`src/vsc_pkg.sv`:
```
package vsc_pkg;

	typedef logic signed [14:0] temp_t;
	typedef logic [13:0] hum_t;
	typedef logic [1:0] cls_t;
	typedef logic [3:0] fail_t;
	typedef logic [2:0] reg_idx_t;

	localparam int CFG_W = 15;

	localparam cls_t CLS_SHORT = 2'd0;
	localparam cls_t CLS_MID   = 2'd1;
	localparam cls_t CLS_LONG  = 2'd2;

	localparam fail_t FAIL_MAX      = 4'd15;
	localparam fail_t FAIL_ALERT_AT = 4'd10;

	localparam logic ACT_READING = 1'b0;
	localparam logic ACT_QUERY   = 1'b1;

	localparam reg_idx_t REG_TARGET_TEMP = 3'd0;
	localparam reg_idx_t REG_TEMP_BAND   = 3'd1;
	localparam reg_idx_t REG_TARGET_HUM  = 3'd2;
	localparam reg_idx_t REG_HUM_BAND    = 3'd3;
	localparam reg_idx_t REG_BANDS_VALID = 3'd4;
	localparam reg_idx_t REG_STABLE      = 3'd5;
	localparam reg_idx_t REG_MODERATE    = 3'd6;

	localparam logic [14:0] STABLE_RESET   = 15'd30;
	localparam logic [14:0] MODERATE_RESET = 15'd100;

	localparam int MIN_SAMPLES = 2;

	typedef struct packed {
		logic  start;
		logic  push;
		temp_t sample;
	} stats_req_t;

	typedef struct packed {
		logic done;
		cls_t cls;
	} stats_rsp_t;

endpackage

```
`src/volatility_sleep_classifier.sv`:
```
// channel  | handshake            | beat contents
// ---------+----------------------+---------------------------------------------
// in       | in_valid / in_ready  | action, temperature, humidity, sensor_ok
// out      | out_valid / out_ready| interval_class, band_alert, used_temperature,
//          |                      | used_humidity, failure_count, failure_alert
// cfg      | cfg_we               | cfg_index, cfg_data
//
// One beat at a time: the time from accept to result grows with n, the filled
// window length, and is set by the window scan through one memory read port and the
// shared multiplier (six products after the scan); both are skipped when n < 2.
// in_ready returns once the result sits in the output register, so a stalled
// output holds at most one result. Reset is asynchronous, active low; the
// window needs no clearing pass since only filled entries are read.
module volatility_sleep_classifier #(
	parameter int WINDOW_DEPTH = 10
) (
	input  logic                     clk,
	input  logic                     arst_n,
	input  logic                     in_valid,
	output logic                     in_ready,
	input  logic                     action,
	input  vsc_pkg::temp_t           temperature,
	input  vsc_pkg::hum_t            humidity,
	input  logic                     sensor_ok,
	output logic                     out_valid,
	input  logic                     out_ready,
	output vsc_pkg::cls_t            interval_class,
	output logic                     band_alert,
	output vsc_pkg::temp_t           used_temperature,
	output vsc_pkg::hum_t            used_humidity,
	output vsc_pkg::fail_t           failure_count,
	output logic                     failure_alert,
	input  logic                     cfg_we,
	input  vsc_pkg::reg_idx_t        cfg_index,
	input  logic [vsc_pkg::CFG_W-1:0] cfg_data
);
	import vsc_pkg::*;

	localparam logic [1:0] ST_IDLE = 2'd0;
	localparam logic [1:0] ST_UPD  = 2'd1;
	localparam logic [1:0] ST_WAIT = 2'd2;
	localparam logic [1:0] ST_OUT  = 2'd3;

	logic [1:0]         state_q;
	temp_t              target_temp_q;
	logic [14:0]        temp_band_q;
	hum_t               target_hum_q;
	hum_t               hum_band_q;
	logic               bands_valid_q;
	logic [14:0]        stable_q;
	logic [14:0]        moderate_q;

	logic               act_q;
	temp_t              t_in_q;
	hum_t               h_in_q;
	logic               ok_q;

	temp_t              prev_t_q;
	hum_t               prev_h_q;
	fail_t              fail_q;
	logic               alert_q;
	cls_t               cls_q;
	logic               out_valid_q;
	cls_t               out_cls_q;
	logic               out_alert_q;
	temp_t              out_t_q;
	hum_t               out_h_q;
	fail_t              out_fail_q;

	logic               reading;
	temp_t              new_t;
	hum_t               new_h;
	fail_t              new_fail;
	logic signed [15:0] dt;
	logic [15:0]        dt_abs;
	logic signed [14:0] dh;
	logic [14:0]        dh_abs;
	logic               new_alert;
	logic               out_load;

	stats_req_t         req;
	stats_rsp_t         rsp;

	assign reading = (act_q == ACT_READING);
	assign new_t   = ok_q ? t_in_q : prev_t_q;
	assign new_h   = ok_q ? h_in_q : prev_h_q;

	always_comb begin
		new_fail = fail_q;
		if (ok_q) begin
			new_fail = '0;
		end else if (fail_q < FAIL_MAX) begin
			new_fail = fail_q + 4'd1;
		end
	end

	assign dt        = 16'(new_t) - 16'(target_temp_q);
	assign dt_abs    = dt[15] ? 16'(-dt) : 16'(dt);
	assign dh        = signed'(15'(new_h)) - signed'(15'(target_hum_q));
	assign dh_abs    = dh[14] ? 15'(-dh) : 15'(dh);
	assign new_alert = bands_valid_q &&
		((dt_abs > 16'(temp_band_q)) || (dh_abs > 15'(hum_band_q)));

	assign req.start  = (state_q == ST_UPD);
	assign req.push   = reading;
	assign req.sample = new_t;

	vsc_stats #(
		.WINDOW_DEPTH(WINDOW_DEPTH)
	) u_stats (
		.clk            (clk),
		.arst_n         (arst_n),
		.req            (req),
		.stable_limit   (stable_q),
		.moderate_limit (moderate_q),
		.rsp            (rsp)
	);

	assign out_load = (state_q == ST_OUT) && (!out_valid_q || out_ready);

	always_ff @(posedge clk or negedge arst_n) begin
		if (!arst_n) begin
			target_temp_q <= '0;
			temp_band_q   <= '0;
			target_hum_q  <= '0;
			hum_band_q    <= '0;
			bands_valid_q <= 1'b0;
			stable_q      <= STABLE_RESET;
			moderate_q    <= MODERATE_RESET;
		end else if (cfg_we) begin
			unique case (cfg_index)
				REG_TARGET_TEMP: target_temp_q <= signed'(cfg_data);
				REG_TEMP_BAND:   temp_band_q   <= cfg_data;
				REG_TARGET_HUM:  target_hum_q  <= cfg_data[13:0];
				REG_HUM_BAND:    hum_band_q    <= cfg_data[13:0];
				REG_BANDS_VALID: bands_valid_q <= cfg_data[0];
				REG_STABLE:      stable_q      <= cfg_data;
				REG_MODERATE:    moderate_q    <= cfg_data;
				default: begin
				end
			endcase
		end
	end

	always_ff @(posedge clk or negedge arst_n) begin
		if (!arst_n) begin
			state_q     <= ST_IDLE;
			prev_t_q    <= '0;
			prev_h_q    <= '0;
			fail_q      <= '0;
			out_valid_q <= 1'b0;
		end else begin
			unique case (state_q)
				ST_IDLE: begin
					if (in_valid) begin
						state_q <= ST_UPD;
					end
				end
				ST_UPD: begin
					if (reading) begin
						prev_t_q <= new_t;
						prev_h_q <= new_h;
						fail_q   <= new_fail;
					end
					state_q <= ST_WAIT;
				end
				ST_WAIT: begin
					if (rsp.done) begin
						state_q <= ST_OUT;
					end
				end
				ST_OUT: begin
					if (out_load) begin
						state_q <= ST_IDLE;
					end
				end
				default: state_q <= ST_IDLE;
			endcase
			if (out_load) begin
				out_valid_q <= 1'b1;
			end else if (out_ready) begin
				out_valid_q <= 1'b0;
			end
		end
	end

	always_ff @(posedge clk) begin
		if (in_valid && in_ready) begin
			act_q  <= action;
			t_in_q <= temperature;
			h_in_q <= humidity;
			ok_q   <= sensor_ok;
		end
		if (state_q == ST_UPD) begin
			alert_q <= reading && new_alert;
		end
		if (rsp.done) begin
			cls_q <= rsp.cls;
		end
		if (out_load) begin
			out_cls_q   <= cls_q;
			out_alert_q <= alert_q;
			out_t_q     <= prev_t_q;
			out_h_q     <= prev_h_q;
			out_fail_q  <= fail_q;
		end
	end

	assign in_ready         = (state_q == ST_IDLE);
	assign out_valid        = out_valid_q;
	assign interval_class   = out_cls_q;
	assign band_alert       = out_alert_q;
	assign used_temperature = out_t_q;
	assign used_humidity    = out_h_q;
	assign failure_count    = out_fail_q;
	assign failure_alert    = out_fail_q >= FAIL_ALERT_AT;

endmodule

```
`src/vsc_stats.sv`:
```
module vsc_stats #(
	parameter int WINDOW_DEPTH = 10
) (
	input  logic               clk,
	input  logic               arst_n,
	input  vsc_pkg::stats_req_t req,
	input  logic [14:0]        stable_limit,
	input  logic [14:0]        moderate_limit,
	output vsc_pkg::stats_rsp_t rsp
);
	import vsc_pkg::*;

	localparam int CW = $clog2(WINDOW_DEPTH + 1);
	localparam int IW = $clog2(WINDOW_DEPTH);
	localparam int KW = $clog2(WINDOW_DEPTH + 2);
	localparam int SW = 15 + CW;
	localparam int QW = 29 + CW;
	localparam int AW = 16 + CW;
	localparam int BW = 30 + CW;
	localparam int PW = 32 + 2 * CW;

	localparam logic [IW-1:0] SLOT_LAST = IW'(WINDOW_DEPTH - 1);
	localparam logic [CW-1:0] FILL_FULL = CW'(WINDOW_DEPTH);
	localparam logic [CW-1:0] FILL_MIN  = CW'(MIN_SAMPLES);

	localparam logic [3:0] ST_IDLE = 4'd0;
	localparam logic [3:0] ST_ACC  = 4'd1;
	localparam logic [3:0] ST_NQ   = 4'd2;
	localparam logic [3:0] ST_SS   = 4'd3;
	localparam logic [3:0] ST_NLS  = 4'd4;
	localparam logic [3:0] ST_SQS  = 4'd5;
	localparam logic [3:0] ST_NLM  = 4'd6;
	localparam logic [3:0] ST_SQM  = 4'd7;
	localparam logic [3:0] ST_FIN  = 4'd8;

	logic [3:0]              state_q;
	logic [IW-1:0]           slot_q;
	logic [CW-1:0]           fill_q;
	logic [CW-1:0]           fill_next;
	logic [CW-1:0]           n_q;
	logic                    few_q;
	logic [KW-1:0]           cnt_q;
	logic                    rd_v_q;
	logic                    p_v_q;
	logic                    rd_en;
	logic                    wr_en;
	logic                    acc_last;
	temp_t                   rd_q;
	temp_t                   window_mem [WINDOW_DEPTH];
	logic signed [SW-1:0]    s_q;
	logic [QW-1:0]           q_q;
	logic signed [PW-1:0]    p_q;
	logic signed [PW-1:0]    spread_q;
	logic                    long_q;
	logic signed [AW-1:0]    mul_a;
	logic signed [BW-1:0]    mul_b;
	logic signed [AW+BW-1:0] prod;

	assign wr_en = (state_q == ST_IDLE) && req.start && req.push;

	always_comb begin
		fill_next = fill_q;
		if (req.push && (fill_q != FILL_FULL)) begin
			fill_next = fill_q + CW'(1);
		end
	end

	assign rd_en    = (state_q == ST_ACC) && (cnt_q < KW'(n_q));
	assign acc_last = (cnt_q == KW'(n_q) + KW'(1));

	always_comb begin
		mul_a = '0;
		mul_b = '0;
		unique case (state_q)
			ST_ACC: begin
				mul_a = AW'(rd_q);
				mul_b = BW'(rd_q);
			end
			ST_NQ: begin
				mul_a = signed'(AW'(n_q));
				mul_b = signed'(BW'(q_q));
			end
			ST_SS: begin
				mul_a = AW'(s_q);
				mul_b = BW'(s_q);
			end
			ST_NLS: begin
				mul_a = signed'(AW'(n_q));
				mul_b = signed'(BW'(stable_limit));
			end
			ST_NLM: begin
				mul_a = signed'(AW'(n_q));
				mul_b = signed'(BW'(moderate_limit));
			end
			ST_SQS, ST_SQM: begin
				mul_a = AW'(p_q);
				mul_b = BW'(p_q);
			end
			default: begin
				mul_a = '0;
				mul_b = '0;
			end
		endcase
	end

	assign prod = mul_a * mul_b;

	always_ff @(posedge clk) begin
		if (wr_en) begin
			window_mem[slot_q] <= req.sample;
		end
		if (rd_en) begin
			rd_q <= window_mem[cnt_q[IW-1:0]];
		end
	end

	always_ff @(posedge clk or negedge arst_n) begin
		if (!arst_n) begin
			state_q <= ST_IDLE;
			slot_q  <= '0;
			fill_q  <= '0;
			cnt_q   <= '0;
			rd_v_q  <= 1'b0;
			p_v_q   <= 1'b0;
		end else begin
			unique case (state_q)
				ST_IDLE: begin
					if (req.start) begin
						if (req.push) begin
							slot_q <= (slot_q == SLOT_LAST) ? '0 : slot_q + IW'(1);
						end
						fill_q <= fill_next;
						cnt_q  <= '0;
						rd_v_q <= 1'b0;
						p_v_q  <= 1'b0;
						state_q <= (fill_next < FILL_MIN) ? ST_FIN : ST_ACC;
					end
				end
				ST_ACC: begin
					cnt_q  <= cnt_q + KW'(1);
					rd_v_q <= rd_en;
					p_v_q  <= rd_v_q;
					if (acc_last) begin
						state_q <= ST_NQ;
					end
				end
				ST_NQ:  state_q <= ST_SS;
				ST_SS:  state_q <= ST_NLS;
				ST_NLS: state_q <= ST_SQS;
				ST_SQS: state_q <= ST_NLM;
				ST_NLM: state_q <= ST_SQM;
				ST_SQM: state_q <= ST_FIN;
				ST_FIN: state_q <= ST_IDLE;
				default: state_q <= ST_IDLE;
			endcase
		end
	end

	always_ff @(posedge clk) begin
		unique case (state_q)
			ST_IDLE: begin
				if (req.start) begin
					n_q   <= fill_next;
					few_q <= fill_next < FILL_MIN;
					s_q   <= '0;
					q_q   <= '0;
				end
			end
			ST_ACC: begin
				if (rd_v_q) begin
					s_q <= s_q + SW'(rd_q);
					p_q <= PW'(prod);
				end
				if (p_v_q) begin
					q_q <= q_q + QW'(p_q);
				end
			end
			ST_NQ: p_q <= PW'(prod);
			ST_SS: begin
				spread_q <= p_q;
				p_q      <= PW'(prod);
			end
			ST_NLS: begin
				spread_q <= spread_q - p_q;
				p_q      <= PW'(prod);
			end
			ST_SQS: p_q <= PW'(prod);
			ST_NLM: begin
				long_q <= spread_q < p_q;
				p_q    <= PW'(prod);
			end
			ST_SQM: p_q <= PW'(prod);
			default: begin
			end
		endcase
	end

	always_comb begin
		rsp.done = (state_q == ST_FIN);
		priority if (few_q) begin
			rsp.cls = CLS_SHORT;
		end else if (long_q) begin
			rsp.cls = CLS_LONG;
		end else if (spread_q < p_q) begin
			rsp.cls = CLS_MID;
		end else begin
			rsp.cls = CLS_SHORT;
		end
	end

endmodule

```
`config.mk`:
```
export PLATFORM = sky130hd
export DESIGN_NAME = volatility_sleep_classifier
export DESIGN_NICKNAME = d
export VERILOG_FILES = /design/src/vsc_pkg.sv /design/src/volatility_sleep_classifier.sv /design/src/vsc_stats.sv
export SDC_FILE = /design/constraint.sdc
export NUM_CORES = 2
export LEC_CHECK = 0
export BUFFER_PORTS_ARGS = -buffer_cell sky130_fd_sc_hd__buf_2
export CELL_PAD_IN_SITES_DETAIL_PLACEMENT = 1
export CELL_PAD_IN_SITES_GLOBAL_PLACEMENT = 2
export CORE_MARGIN = 4
export CORE_UTILIZATION = 39
export DETAILED_ROUTE_END_ITERATION = 6
export HOLD_SLACK_MARGIN = 0.15
export PLACE_DENSITY_LB_ADDON = 0.1
export RECOVER_POWER = 25
export SLEW_MARGIN = 20
export SYNTH_ARGS = -nofsm -noshare
export SYNTH_HDL_FRONTEND = slang
export SYNTH_SLANG_ARGS = --single-unit
```
`constraint.sdc`:
```
create_clock -name clk -period 9.3 [get_ports clk]
set_clock_uncertainty 0.2 [all_clocks]
set_input_delay 0.465 -clock clk [delete_from_list [all_inputs] [get_ports clk]]
set_output_delay 0.465 -clock clk [all_outputs]
set_load 0.02 [all_outputs]
```
==> results_dict.tcl <==
set metrics [dict create \
    crit_path_frequent_cell "fa_1" \
    clk_latency_ps 670 \
    post-dp-hpwl_um 120000 \
    synth.cell_area_sq_um 45200 \
    core-area_sq_um 115000 \
    highest_layer "met4" \
    cp_data_required_time_ps 9440 \
    cp-start-kind "flip-flop" \
    routed_wl_um 150000 \
    setup_viol 0 \
    timing.final.crit_share_pct 97.1 \
    hp-class "flip-flop to flip-flop" \
    cts_buffers 58 \
    drt-initial-drc-count 1912 \
    netlist_instances 4487 \
    area_growth_pct 14.2 \
    r2r_slack_ps 270 \
    cp_slowest_cell "fa_1" \
    grt_pass1_wl_um 228000 \
    synth_seq_cells 516 \
    worst_slew_pin_slew_ps 4470 \
    wl_met2_um 71900 \
    dr.pass1.iters 7 \
    rows 124 \
    yosysSeqAreaShare_pct 32.7 \
    crit_type "flip-flop to flip-flop" \
    end_kind "flip-flop" \
    slew_violations 76 \
    fin_cells 6327 \
    gp_congestion 0.883 \
    postLayoutCoreUtil_pct 45.0 \
    synth_cell_types 88 \
    status "finished with violations" \
    clk_pin_slew_ps 60 \
    clock_sinks 516 \
    relSlewSlack_pct -198 \
    yosysTopAreaCellShare_pct 24.8 \
    postRouteAntennaNets 0 \
    drc 0 \
    grt_max_degree 76 \
    die_y_um 348 \
    vias 32926 \
    startpoint "u_stats.state_q[2]" \
    wl_met1_um 66800 \
    htreeDepth 2 \
    grt_pass1_vias 35498 \
    fmax_mhz 111 \
    antenna_found_initial 2 \
    synthTopCellsByArea "edfxtp_1 25%, fa_1 22%, ha_1 7.8%" \
    critPathMaxFanout 21 \
    synth_edf_count 373 \
    syn-num-nets 5326 \
    io_pins 93 \
    min_period_ps 9030 \
    cts_tree "built" \
    fin_setup_tns_ps 0 \
    violations "max-capacitance violations, max-slew violations" \
    final_hold_viol_count 0 \
    finalWorstSetupSlack_ps 274 \
    syn_area_per_cell_sq_um 10.1 \
    rsz0062_at_grt "true" \
    fillers 12754 \
    reg2reg_to "u_stats.p_q[37]" \
    cp_data_arrival_time_ps 9160 \
    drive_gt1_share_pct 12.9 \
    dieArea_sq_um 121000 \
    vias_per_cell 5.20 \
    antenna_cells 0 \
    timing.rr.start "u_stats.state_q[2]" \
    cpPeakStageDelay_ps 580 \
    routedWlPerCell_um 23.7 \
    async_flop_share_pct 27.7 \
    clock_path_buffers 3 \
    root_buffer "clkbuf_16" \
    port_buffers 92 \
    grt-ovfl-total 0 \
    start_util_pct 39.4 \
    synth_largest_area_cell "edfxtp_1" \
    pre_cts_slack_ps 166 \
    dp.cells 6151 \
    die_w_um 348 \
    final_nets 5604 \
    r2r_cells 29 \
    yosysWarnings 0 \
    dr_wl_met3_um 5700 \
    crit_end "u_stats.p_q[37]" \
    drv_cap 1 \
    grtUsageTotal_pct 25.0 \
    ys.flop_type "edfxtp_1" \
]
[layer usage]
layer / up-vias / global-route usage [%]
li1: 15256 / -
met1: 16931 / 33.9
met5: - / 0
met3: 159 / 3.02
met4: 0 / 7.28
met2: 580 / 42.4
[synth_stat cells (all sizes together) (19+ instances only)]
library cell / instances
o21a: 29
clkbuf: 130
and3: 21
nor3: 55
nand3: 45
nand4: 25
a211oi: 35
a21o: 69
dfrtp: 136
or3: 20
nand2b: 30
mux2i: 21
o21ai: 159
mux4: 30
a21oi: 146
ha: 283
edfxtp: 373
buf: 29
xnor2: 126
nand2: 592
mux2: 77
nor2: 398
fa: 502
a31oi: 19
nor2b: 44
xor2: 55
inv: 776
[cell type report]
class / instances / area (sq um) / area share, %
clock inverter: 39 / 579 / 1.12
multi-input combinational: 3034 / 27100 / 52.4
clock buffer: 71 / 1540 / 2.99
inverter: 778 / 2920 / 5.67
tap: 1512 / 1890 / 3.67
timing repair buffer: 377 / 2830 / 5.48
sequential: 516 / 14800 / 28.7
[what timing repair did]
action,CTS,global route
endpoints found under the setup margin,0,7
resized for setup,0,23
buffers inserted,0,13
hold endpoints to repair,189,0
hold buffers,53,0
[cells in the final DEF (no fill, tap or decap), types with 25 or more instances in the layout]
| master | count |
|---|---|
| nand4_1 | 25 |
| a211oi_1 | 33 |
| o21a_1 | 29 |
| a21oi_1 | 143 |
| dlygate4sd3_1 | 53 |
| edfxtp_1 | 373 |
| nand2b_1 | 28 |
| inv_1 | 768 |
| a21o_1 | 69 |
| nor3_1 | 46 |
| buf_2 | 88 |
| nor2_1 | 389 |
| nor2b_1 | 44 |
| buf_4 | 220 |
| xnor2_1 | 126 |
| xor2_1 | 55 |
| clkbuf_16 | 59 |
| mux4_2 | 30 |
| dfrtp_1 | 134 |
| ha_1 | 283 |
| mux2_2 | 77 |
| nand3_1 | 44 |
| o21ai_0 | 151 |
| nand2_1 | 585 |
| fa_1 | 502 |
[worst min path at each step]
stage / startpoint / end / slack, ps / cells past startpoint
5_1_grt: cls_q[1] / interval_class[1] / 250 / 0
3_3_place_gp: cls_q[1] / interval_class[1] / 220 / 0
4_1_cts: arst_n / prev_t_q[8] / 220 / 2
6_report: cls_q[0] / interval_class[0] / 230 / 0
3_5_place_dp: cls_q[1] / interval_class[1] / 220 / 0
2_1_floorplan: arst_n / bands_valid_q / -30 / 0
[flip-flops by register name (all words and copies together), names as in the netlist, 14 cells and up]
signal / count
h_in_q: 14
stable_q: 15
u_stats.rd_q: 15
target_hum_q: 14
u_stats.spread_q: 40
moderate_q: 15
u_stats.s_q: 19
prev_h_q: 14
u_stats.window_mem: 150
hum_band_q: 14
t_in_q: 15
used_temperature: 15
u_stats.q_q: 33
used_humidity: 14
temp_band_q: 15
target_temp_q: 15
u_stats.p_q: 40
prev_t_q: 15
[through the flow]
step | instance area (sq um) | hold WS (ps)
2_1_floorplan | 45200 | -30.6
3_3_place_gp | 48800 | 222
3_5_place_dp | 48800 | 216
4_1_cts | 51400 | 219
5_1_grt | 51600 | 251
6_report | 51600 | 227
[worst max-delay path, delay by kind of cell (launching register included)]
| kind | cells | cell delay [ps] |
|---|---|---|
| xor gates and xnor gates | 1 | 120 |
| and+or+nand+nor | 6 | 1300 |
| buffers and inverters | 8 | 1260 |
| DFF | 1 | 480 |
| adders and majority gates | 8 | 3840 |
| AOI/OAI and AO/OA | 6 | 1470 |
[cells by family (layout without fill, tap and decap cells)]
family	count (synthesis)	count (layout)	synth area share [%]
other cells	1	1	0.00830
compound gates	629	629	9.34
fa+ha+maj	785	785	30.1
xor+xnor	181	181	3.51
mux	128	128	3.88
simple gates	1310	1310	12.6
flops	516	516	32.7
buf+inv	937	1265	7.87
Power is not shown: default switching activity piles up to over one toggle a cycle in this logic, so the estimate is an artifact.
